<file path="config.mk">
export PLATFORM = sky130hd
export DESIGN_NAME = lpbf_seq
export DESIGN_NICKNAME = d
export VERILOG_FILES = /design/src/lpbf_pkg.sv /design/src/lpbf_seq.sv
export SDC_FILE = /design/constraint.sdc
export NUM_CORES = 1
export LEC_CHECK = 0
export BUFFER_PORTS_ARGS = -buffer_cell sky130_fd_sc_hd__buf_2
export CORE_AREA = 2 2 39 41
export DETAILED_ROUTE_END_ITERATION = 12
export DIE_AREA = 0 0 41 43
export GPL_TIMING_DRIVEN = 0
export SKIP_CTS_REPAIR_TIMING = 1
export SLEW_MARGIN = 20
export SYNTH_ARGS = -nofsm -noshare
export SYNTH_HDL_FRONTEND = slang
export SYNTH_SLANG_ARGS = --single-unit
</file>
<file path="constraint.sdc">
create_clock -name clk_i -period 3.1 [get_ports clk_i]
set_input_delay 0.93 -clock clk_i [delete_from_list [all_inputs] [get_ports clk_i]]
set_output_delay 0.93 -clock clk_i [all_outputs]
set_load 0.005 [all_outputs]
</file>
<file path="src/lpbf_pkg.sv">
`timescale 1ns / 1ps
// Shared types, constants and tables of the length-partitioned bit filter.
// No dependencies; every other file uses this package.
package lpbf_pkg;

  localparam int FILTER_BYTES_DEF = 131072;
  localparam int MIN_LEN_DEF      = 5;
  localparam int MAX_LEN_DEF      = 13;

  localparam int LEN_W    = 6;
  localparam int CH_W     = 8;
  localparam int MULT_W   = 8;
  localparam int SCALE_W  = 6;
  localparam int CFG_W    = 8;
  localparam int CFG_IDX_W = 2;
  localparam int WEIGHT_W = 5;
  localparam int PREFIX_W = 7;
  localparam int SQ_W     = 11;
  localparam int SIZE_W   = 15;
  localparam int OFS_W    = 15;
  localparam int DVD_W    = 23;
  localparam int START_W  = 18;
  localparam int HASH_ADDR_W = 18;
  localparam int BIT_W    = 3;
  localparam int LEN_CNT  = 1 << LEN_W;

  localparam logic [SCALE_W-1:0] SCALE_MAX = SCALE_W'(36);
  localparam logic [SCALE_W-1:0] SCALE_MIN = SCALE_W'(1);

  localparam logic [CFG_IDX_W-1:0] REG_BYTE_MULT = CFG_IDX_W'(0);
  localparam logic [CFG_IDX_W-1:0] REG_BIT_MULT  = CFG_IDX_W'(1);
  localparam logic [CFG_IDX_W-1:0] REG_SCALE     = CFG_IDX_W'(2);

  localparam logic [MULT_W-1:0]  BYTE_MULT_RST = MULT_W'(31);
  localparam logic [MULT_W-1:0]  BIT_MULT_RST  = MULT_W'(32);
  localparam logic [SCALE_W-1:0] SCALE_RST     = SCALE_W'(29);

  localparam logic KIND_INSERT = 1'b0;
  localparam logic KIND_QUERY  = 1'b1;

  typedef logic [LEN_W-1:0]     len_t;
  typedef logic [CH_W-1:0]      ch_t;
  typedef logic [CFG_IDX_W-1:0] cfg_idx_t;
  typedef logic [CFG_W-1:0]     cfg_data_t;

  typedef enum logic [2:0] {
    OP_FETCH,
    OP_SQUARE,
    OP_MUL,
    OP_DIV,
    OP_ADDR,
    OP_READ,
    OP_WAIT,
    OP_RESP
  } op_e;

  typedef struct packed {
    logic req;
    logic bad_len;
    logic div_busy;
    logic not_last;
    logic out_busy;
  } seq_status_t;

  typedef logic [PREFIX_W-1:0] prefix_tab_t [LEN_CNT];

  function automatic logic [WEIGHT_W-1:0] weight_of(len_t len);
    logic [WEIGHT_W-1:0] w;
    case (len)
      LEN_W'(5):  w = WEIGHT_W'(5);
      LEN_W'(6):  w = WEIGHT_W'(9);
      LEN_W'(7):  w = WEIGHT_W'(13);
      LEN_W'(8):  w = WEIGHT_W'(15);
      LEN_W'(9):  w = WEIGHT_W'(16);
      LEN_W'(10): w = WEIGHT_W'(15);
      LEN_W'(11): w = WEIGHT_W'(12);
      LEN_W'(12): w = WEIGHT_W'(9);
      LEN_W'(13): w = WEIGHT_W'(6);
      default:    w = '0;
    endcase
    return w;
  endfunction

  // Sum of the weights of all shorter lengths from min_len up.
  function automatic prefix_tab_t prefix_table(int min_len);
    prefix_tab_t tab;
    int sum;
    sum = 0;
    for (int l = 0; l < LEN_CNT; l++) begin
      tab[l] = PREFIX_W'(sum);
      if (l >= min_len) sum += int'(weight_of(LEN_W'(l)));
    end
    return tab;
  endfunction

endpackage

</file>
<file path="src/lpbf_seq.sv">
`timescale 1ns / 1ps
// Microcode sequencer: step counter, control ROM and conditional jumps.
// Depends on lpbf_pkg for the op codes and the status struct.
module lpbf_seq (
  input  logic                  clk_i,
  input  logic                  rst_ni,
  input  lpbf_pkg::seq_status_t status_i,
  output lpbf_pkg::op_e         op_o
);
  import lpbf_pkg::*;

  localparam int STEP_W = 3;

  localparam logic [STEP_W-1:0] S_FETCH  = STEP_W'(0);
  localparam logic [STEP_W-1:0] S_SQUARE = STEP_W'(1);
  localparam logic [STEP_W-1:0] S_MUL    = STEP_W'(2);
  localparam logic [STEP_W-1:0] S_DIV    = STEP_W'(3);
  localparam logic [STEP_W-1:0] S_ADDR   = STEP_W'(4);
  localparam logic [STEP_W-1:0] S_READ   = STEP_W'(5);
  localparam logic [STEP_W-1:0] S_WAIT   = STEP_W'(6);
  localparam logic [STEP_W-1:0] S_RESP   = STEP_W'(7);

  typedef enum logic [2:0] {
    C_NEVER,
    C_ALWAYS,
    C_NO_REQ,
    C_BAD_LEN,
    C_DIV_BUSY,
    C_NOT_LAST,
    C_OUT_BUSY
  } cond_e;

  typedef struct packed {
    op_e               op;
    cond_e             cond;
    logic [STEP_W-1:0] target;
  } uword_t;

  function automatic uword_t ucode(logic [STEP_W-1:0] step);
    uword_t w;
    case (step)
      S_FETCH:  w = '{op: OP_FETCH,  cond: C_NO_REQ,   target: S_FETCH};
      S_SQUARE: w = '{op: OP_SQUARE, cond: C_BAD_LEN,  target: S_READ};
      S_MUL:    w = '{op: OP_MUL,    cond: C_NEVER,    target: S_FETCH};
      S_DIV:    w = '{op: OP_DIV,    cond: C_DIV_BUSY, target: S_DIV};
      S_ADDR:   w = '{op: OP_ADDR,   cond: C_NEVER,    target: S_FETCH};
      S_READ:   w = '{op: OP_READ,   cond: C_NOT_LAST, target: S_FETCH};
      S_WAIT:   w = '{op: OP_WAIT,   cond: C_OUT_BUSY, target: S_WAIT};
      S_RESP:   w = '{op: OP_RESP,   cond: C_ALWAYS,   target: S_FETCH};
      default:  w = '{op: OP_FETCH,  cond: C_NO_REQ,   target: S_FETCH};
    endcase
    return w;
  endfunction

  logic [STEP_W-1:0] step_q, step_d;
  uword_t            uw;
  logic              jump;

  always_comb begin
    uw = ucode(step_q);
    case (uw.cond)
      C_NEVER:    jump = 1'b0;
      C_ALWAYS:   jump = 1'b1;
      C_NO_REQ:   jump = !status_i.req;
      C_BAD_LEN:  jump = status_i.bad_len;
      C_DIV_BUSY: jump = status_i.div_busy;
      C_NOT_LAST: jump = status_i.not_last;
      C_OUT_BUSY: jump = status_i.out_busy;
      default:    jump = 1'b0;
    endcase
    step_d = jump ? uw.target : step_q + STEP_W'(1);
  end

  always_ff @(posedge clk_i or negedge rst_ni) begin
    if (!rst_ni) begin
      step_q <= S_FETCH;
    end else begin
      step_q <= step_d;
    end
  end

  assign op_o = uw.op;

endmodule

</file>
==> out/metrics.cfg, run 1 <==
[worst_setup_path]
end_kind=flip-flop
crit_path_max_fanout=12
path_cells=inv_1, ha_1, nor2b_1, o211a_1, o2111a_1, or2_1, a211o_1
worstSetupPathType=flip-flop to flip-flop
slowest_stage=dfrtp_1
start_kind=flip-flop
worstPathArrival_ps=2510
required_ps=3230
slowest_delay_ps=560

[min_path]
hp-class=input port to async pin

[pwr]
max-vdd-ir-drop_mv=0.274
p_total_uw=546
p_per_area_nw_per_um2=1070
p_leak_uw=0.000253

[global_routing]
antenna_found_initial=0
grt_pass1_wl_um=1430
grt_pass1_vias=376
grt_max_degree=13
grt_overflow=0
grt_usage_pct=11.7

[placement]
dp_hpwl_um=652
port_buffers=9
pre_cts_slack_ps=729
place_area_um2=485
place_congestion=0.812

[synthesis]
ys_warn_count=0
synthMuxAreaShare_pct=2.38
syn_area_per_cell_um2=8.41
syn_nets=63
yosysUniqueCellTypes=27
yosysSeqAreaShare_pct=17.9
synth_xor_area_share_pct=0
synthCells=50
synth_top_family_by_area=simple AND/OR/NAND/NOR gates
synth_seq_cells=3
synth_compound_gate_area_share_pct=25.3
synthSimpleGateAreaFrac_pct=30.1
syn_area_um2=420
synthAdderAreaFrac_pct=17.9

[detailed_routing]
drc=0
via_per_inst=5.20
route.antenna.remaining_nets=0
routed_wl_um=845
drt-initial-drc-count=8
wl_per_cell_um=10.7
dr.pass1.iters=4
num_vias=411

[flow_run]
drv_cap=0

[timing]
post-route-period-util_pct=76.7
post-route-min-period_ps=2380
rsz0062_at_grt=false
max_freq_mhz=421
finClkSkew_ps=6.02
worst_slew_pin_slew_ps=378
worst_slack_ps=722
relSlewSlack_pct=74.8
setup_violations=0
tns_ps=0
finalHoldViolations=0
slew_violations=0

[clocking]
cts.path.max_buffers=2
clock-sinks=3
numCtsBuffers=3
path_clk_slew_ps=40
cts-root-buf=clkbuf_4
tritoncts=done
h-tree-depth=1
clkLatencyLatePin_ps=250

[layout]
reg.largest.list=step_q x3
largest_reg_flops=3
area_delta_synth_final_pct=21.7
largest_register=step_q
drive_above_1_share_pct=25.4
fin_area_um2=512
final_util_pct=37.0
fin_nets=77
diodes=0

[floorplanning]
coreArea_um2=1380
start_util_pct=30.4
die_y_um=43
die-area_um2=1760
fp-row-count=14
die-width_um=41
num_io_pins=10

[status]
status=completed

==> metrics by stage <==
stage / hold slack, ps / instances
6_report: 466 / 79
5_1_grt: 467 / 79
4_1_cts: 462 / 79
3_5_place_dp: 726 / 75
3_3_place_gp: 725 / 75
2_1_floorplan: 634 / 50
==> Yosys cell counts <==
library cell	count	share of area [%]
ha_1	6	18
nand2_1	5	4.5
dfrtp_1	3	18
inv_1	3	2.7
nand2b_1	3	4.5
nor2b_1	3	4.5
o21ai_0	3	3.6
a211oi_1	2	3.6
a31oi_1	2	3.0
nand3_1	2	2.4
nor2_1	2	1.8
a211o_1	1	2.1
a221o_1	1	2.4
a41oi_2	1	3.9
and3_1	1	1.5
buf_2	1	1.2
buf_6	1	2.7
mux2i_1	1	2.4
nand3b_1	1	1.8
nor3b_1	1	1.8
nor4bb_1	1	2.4
o2111a_1	1	2.7
o211a_1	1	2.4
o211ai_1	1	1.8
or2_1	1	1.5
or2_2	1	1.5
or3b_1	1	2.1
==> routing by layer <==
layer | track usage (%) | share of wire (%) | up-vias
li1 | - | - | 210
met1 | 11.4 | 40 | 191
met2 | 21.6 | 54 | 7
met3 | 1.57 | 3.3 | 3
met4 | 6.00 | 2.4 | 0
met5 | 0 | 0 | -
==> placed cells by master, fill, tap and decap left out, types with 2 or more instances in the layout <==
| cell type | instances |
|---|---|
| nor2b_1 | 3 |
| a211oi_1 | 2 |
| inv_1 | 3 |
| buf_2 | 10 |
| nor2_1 | 2 |
| clkbuf_4 | 3 |
| a31oi_1 | 2 |
| o21ai_0 | 3 |
| nand2_1 | 5 |
| nand2b_1 | 3 |
| ha_1 | 6 |
| dfrtp_1 | 3 |
| nand3_1 | 2 |
==> power by group <==
group          internal (uW)  switching, uW
Combinational            176            194
Clock                   48.5           25.3
Sequential              62.1           39.2
Total                    287            259
==> path summary, 6_finish.rpt <==
check | from | end | slack (ps) | cells past startpoint
setup / recovery | step_q[0] | step_q[2] | 720 | 7
hold / removal | rst_ni | step_q[2] | 470 | 1
setup reg to reg | step_q[0] | step_q[2] | 720 | 7
hold reg to reg | step_q[0] | step_q[0] | 750 | 1
max in group asynchronous | rst_ni | step_q[0] | 2520 | 1
min in group clk_i | step_q[0] | step_q[0] | 750 | 1
==> kinds of logic after synthesis <==
kind of cell    after synthesis
buf+inv                       5
compound gates               13
fa+ha+maj                     6
simple gates                 22
flops                         3
mux                           1
==> cell type report <==
| type | instances | area, um^2 |
|---|---|---|
| multi-input cells | 42 | 318 |
| clock buffers | 4 | 26.3 |
| flip-flops and latches | 3 | 75.1 |
| well taps | 16 | 20.0 |
| repair buffers | 9 | 45.0 |
| plain buffers | 2 | 16.3 |
| inverters | 3 | 11.3 |
| fillers | 151 | 872 |
==> worst max-delay path: cells and delay by family (launching register included) <==
kind	cells	cell delay [ps]
fa+ha+maj	1	410
flops	1	560
simple gates	2	350
compound gates	3	800
buf+inv	1	140
(Power assumes the default switching activity.)
==> run 2, diff against run 1 <==
--- a/config.mk
+++ b/config.mk
@@ -5,6 +5,7 @@
 export SDC_FILE = /design/constraint.sdc
 export NUM_CORES = 1
 export LEC_CHECK = 0
+export ABC_AREA = 1
 export BUFFER_PORTS_ARGS = -buffer_cell sky130_fd_sc_hd__buf_2
 export CORE_AREA = 2 2 39 41
 export DETAILED_ROUTE_END_ITERATION = 12
==> constraint.sdc (replaced) <==
create_clock -name clk_i -period 2.2 [get_ports clk_i]
set_input_delay 0.66 -clock clk_i [delete_from_list [all_inputs] [get_ports clk_i]]
set_output_delay 0.66 -clock clk_i [all_outputs]
set_load 0.005 [all_outputs]
==> out/metrics.cfg, run 2 <==
[status]
status=completed

[clocking]
path_clk_slew_ps=40
clkLatencyLatePin_ps=240
cts-root-buf=clkbuf_4
clock-sinks=3
h-tree-depth=1
numCtsBuffers=3
tritoncts=done
cts.path.max_buffers=2

[synthesis]
synth_top_area_cell=nand2_1
synth_common_cells=nand2_1 (22), inv_1 (9), ha_1 (6)
syn_area_um2=420
synth.most_common_cell=nand2_1
yosysUniqueCellTypes=17
syn_nets=75
synth.area.top_cells=nand2_1 (20%), dfrtp_1 (18%), ha_1 (18%)
syn_area_per_cell_um2=6.78
async_reset_ff_share_pct=100
ys_warn_count=0
synth_seq_cells=3
yosysSeqAreaShare_pct=17.9
synth_top_area_share_pct=19.6
synthCells=62
synth-edff-count=0
ys.flop_type=dfrtp_1

[worst_setup_path]
slowest_delay_ps=520
crit_path_max_fanout=9
path_cells=inv_1, ha_1, inv_1, nand2_1, nand2_1, nand2_1, nand2_1, nand3_1, nand2_1, nand2_2, nand2_1, o21ai_1
end_kind=flip-flop
cpMostUsedCell=nand2_1
worstPathArrival_ps=1980
slowest_stage=dfrtp_1
critPathTopFamily=simple AND/OR/NAND/NOR gates
r2r_setup_slack_ps=340
start_kind=flip-flop
worstSetupPathType=flip-flop to flip-flop
required_ps=2320
cp_num_buf_inv=2

[timing]
finalHoldViolations=0
finClkSkew_ps=1.53
slew_violations=0
post-route-period-util_pct=84.6
max_freq_mhz=537
tns_ps=0
setup_violations=0
worst_slew_pin_slew_ps=329
rsz0062_at_grt=false
post-route-min-period_ps=1860
hold_ws_ps=209
relSlewSlack_pct=78.1

[detailed_routing]
drc=0
route.antenna.remaining_nets=0
drt-initial-drc-count=17
via_per_inst=4.36
wl_per_cell_um=8.88
routed_wl_um=808
dr.pass1.iters=4
num_vias=397

[global_routing]
grt_overflow=0
grt_max_degree=10
grt_pass1_vias=335
antenna_found_initial=0
grt_pass1_wl_um=1370
grt_usage_pct=12.1

[layout]
reg.largest.list=step_q x3
largest_register=step_q
diodes=0
final_cell_mix=nand2_1 (22), inv_1 (9), buf_2 (9)
final_common_cell=nand2_1
fillCellCount=157
area_delta_synth_final_pct=21.7
largest_reg_flops=3
drive_above_1_share_pct=28.0
fin_nets=89

[floorplanning]
die-width_um=41
start_util_pct=30.4
coreArea_um2=1380
fp-row-count=14
num_io_pins=10
die-area_um2=1760
die_y_um=43

[min_path]
hp-class=input port to async pin

[placement]
dp_hpwl_um=602
place_congestion=0.794
port_buffers=9

[pwr]
p_per_area_nw_per_um2=1630
max-vdd-ir-drop_mv=0.457
p_leak_uw=0.000307

[flow_run]
drv_cap=0

==> run 2: cell count changes after synthesis, moves of 3 or more <==
cell,change
nand2_1,+17
inv_1,+6
nand2_2,+3
nand2b_1,-3
nand3_1,+3
nor2b_1,-3
o21ai_0,-3
==> run 2: cells by family (layout without fill, tap and decap cells) <==
group / Yosys count / after routing / share of synthesized area [%]
buffers and inverters: 11 / 24 / 13.4
xor gates and xnor gates: 1 / 1 / 2.08
AOI/OAI and AO/OA: 6 / 6 / 8.63
DFF: 3 / 3 / 17.9
and+or+nand+nor: 35 / 35 / 40.2
adders and majority gates: 6 / 6 / 17.9
==> run 2: where the power goes <==
part	switching, uW	leakage, uW	total (uW)	internal [uW]
logic	354	0.000255	596	242
registers	51.1	0.0000368	139	87.5
clock network	30.0	0.0000150	98.0	68.0
total	436	0.000307	833	397
==> run 2: worst paths after layout <==
check,startpoint,end,cells after the start
setup / recovery,step_q[0],step_q[2],12
hold / removal,rst_ni,step_q[0],1
setup reg to reg,step_q[0],step_q[2],12
hold reg to reg,step_q[2],step_q[2],3
max in group asynchronous,rst_ni,step_q[2],1
min in group clk_i,step_q[2],step_q[2],3
==> run 2: layout make-up <==
cell class / instances / area (um^2) / share of cell area [%]
Sequential cell: 3 / 75.1 / 14.7
Tap cell: 16 / 20.0 / 3.91
Clock buffer: 4 / 26.3 / 5.13
Buffer: 1 / 11.3 / 2.20
Inverter: 10 / 45.0 / 8.80
Multi-Input combinational cell: 48 / 289 / 56.5
Timing Repair Buffer: 9 / 45.0 / 8.80
==> run 2: metal layers <==
metal / share of wire [%] / GRT usage [%] / wire length [um] / vias to the layer above
li1: - / - / - / 216
met1: 49 / 15.8 / 397 / 166
met2: 42 / 14.7 / 338 / 10
met3: 5.0 / 6.28 / 40 / 5
met4: 3.8 / 8.00 / 31 / 0
met5: 0 / 0 / 0 / -
==> run 2: stage by stage <==
step | std cells | util [%] | total power, uW | cell area (um^2) | setup slack, ps
6_report | 91 | 37.0 | 833 | 512 | 339
5_1_grt | 91 | 37.0 | 942 | 512 | 123
4_1_cts | 91 | 37.0 | 844 | 512 | 330
3_5_place_dp | 87 | 35.1 | 740 | 485 | 344
3_3_place_gp | 87 | 35.1 | 735 | 485 | 371
2_1_floorplan | 62 | - | 620 | 420 | 571
==> run 2: worst reg2reg max path: stages (launching register included) <==
cell     delay (ps)
dfrtp_1         520
inv_1           140
ha_1            330
inv_1            60
nand2_1          70
nand2_1         140
nand2_1          60
nand2_1          60
nand3_1          70
nand2_1          90
nand2_2          90
nand2_1          60
o21ai_1          50
==> run 3, diff against run 2 <==
==> constraint.sdc (replaced) <==
create_clock -name clk_i -period 1.6 [get_ports clk_i]
set_input_delay 0.48 -clock clk_i [delete_from_list [all_inputs] [get_ports clk_i]]
set_output_delay 0.48 -clock clk_i [all_outputs]
set_load 0.005 [all_outputs]
==> out/metrics.cfg, run 3 (synthesized netlist as in run 2, its figures left out) <==
[clocking]
path_clk_slew_ps=30
clock-sinks=3
cts-root-buf=clkbuf_4
tritoncts=done
cts.path.max_buffers=2
numCtsBuffers=3
clkLatencyLatePin_ps=230
h-tree-depth=1

[timing]
post-route-period-util_pct=98.3
setup_violations=0
worst_slack_ps=27.9
max_freq_mhz=636
finalHoldViolations=0
relSlewSlack_pct=88.7
worst_slew_pin_slew_ps=169
slew_violations=0
finClkSkew_ps=0.107
rsz0062_at_grt=true
post-route-min-period_ps=1570
hold_ws_ps=39.6

[pwr]
max-vdd-ir-drop_mv=1.13
p_per_area_nw_per_um2=2360
p_leak_uw=0.000325

[placement]
place_congestion=0.816
dp_hpwl_um=623
port_buffers=9
place_area_um2=487
pre_cts_slack_ps=-116
placedCellCount=87

[worst_setup_path]
start_kind=flip-flop
end_kind=flip-flop
worstPathArrival_ps=1680
slowest_delay_ps=440
cpMostUsedCell=nand2_4
path_cells=buf_4, ha_2, nand2_4, nand3_1, or2_1, nand3_2, nand2_4, nand2_1, o21ai_1
crit_path_max_fanout=6
worstSetupPathType=flip-flop to flip-flop
slowest_stage=dfrtp_2
required_ps=1710

[flow_run]
drv_cap=0

[global_routing]
antenna_found_initial=0
grt_pass1_vias=346
grt_pass1_wl_um=1300
grt_usage_pct=11.2
grt_max_degree=10
grt_overflow=0

[detailed_routing]
dr.pass1.iters=3
via_per_inst=4.32
routed_wl_um=886
num_vias=415
drt-initial-drc-count=3
wl_per_cell_um=9.23
drc=0
route.antenna.remaining_nets=0

[layout]
fillCellCount=152
final_cell_mix=nand2_1 (17), buf_2 (9), inv_1 (7), nand2_2 (7)
largest_reg_flops=3
largest_register=step_q
reg.largest.list=step_q x3
final_common_cell=nand2_1
fin_nets=94
fin_area_um2=593
diodes=0
area_delta_synth_final_pct=41.1
drive_above_1_share_pct=50.0
final_cells=96

[floorplanning]
start_util_pct=30.4
die-width_um=41
die_y_um=43
die-area_um2=1760
coreArea_um2=1380
fp-row-count=14
num_io_pins=10

[status]
status=completed

[min_path]
hp-class=input port to async pin

## run 3: critical path: cells and delay by family (launching register included)
family	cells	cell delay, ps
and+or+nand+nor	6	610
DFF	1	440
buffers and inverters	1	150
AOI/OAI and AO/OA	1	60
adders and majority gates	1	190
## run 3: report_power, final
group	total [uW]	switching, uW	internal, uW
clock	128	34.7	93.1
combinational	1080	609	475
sequential	187	61.1	126
total	1400	704	694
## run 3: worst paths after layout
path | start | cells past startpoint | endpoint | slack [ps]
worst max-delay path | step_q[0] | 9 | step_q[2] | 30
worst min-delay path | rst_ni | 1 | step_q[0] | 40
worst max register to register | step_q[0] | 9 | step_q[2] | 30
worst min register to register | step_q[0] | 3 | step_q[0] | 640
max in group asynchronous | rst_ni | 1 | step_q[1] | 1440
min in group clk_i | step_q[0] | 3 | step_q[0] | 640
## run 3: layout make-up
class | count | area (um^2) | area share (%)
sequential | 3 | 77.6 | 13.1
clock buffer | 4 | 26.3 | 4.43
inverter | 10 | 45.0 | 7.59
tap | 16 | 20.0 | 3.38
buffer | 1 | 11.3 | 1.90
multi-input combinational | 48 | 330 | 55.7
timing repair buffer | 14 | 82.6 | 13.9
## run 3: metal layers
| layer | global-route usage, % | part of all wire, % |
|---|---|---|
| met1 | 13.0 | 44 |
| met2 | 16.6 | 56 |
| met3 | 3.14 | 0.79 |
| met5 | 0 | 0 |
| met4 | 8.00 | 0 |
## run 3: through the flow
stage	setup TNS, ps	total power, uW	util [%]
after floorplan	0	856	-
after global placement	-295	1020	35.2
after detailed placement	-343	1020	35.2
after CTS	-358	1170	37.1
after global routing	-182	1540	42.9
final	0	1400	42.9
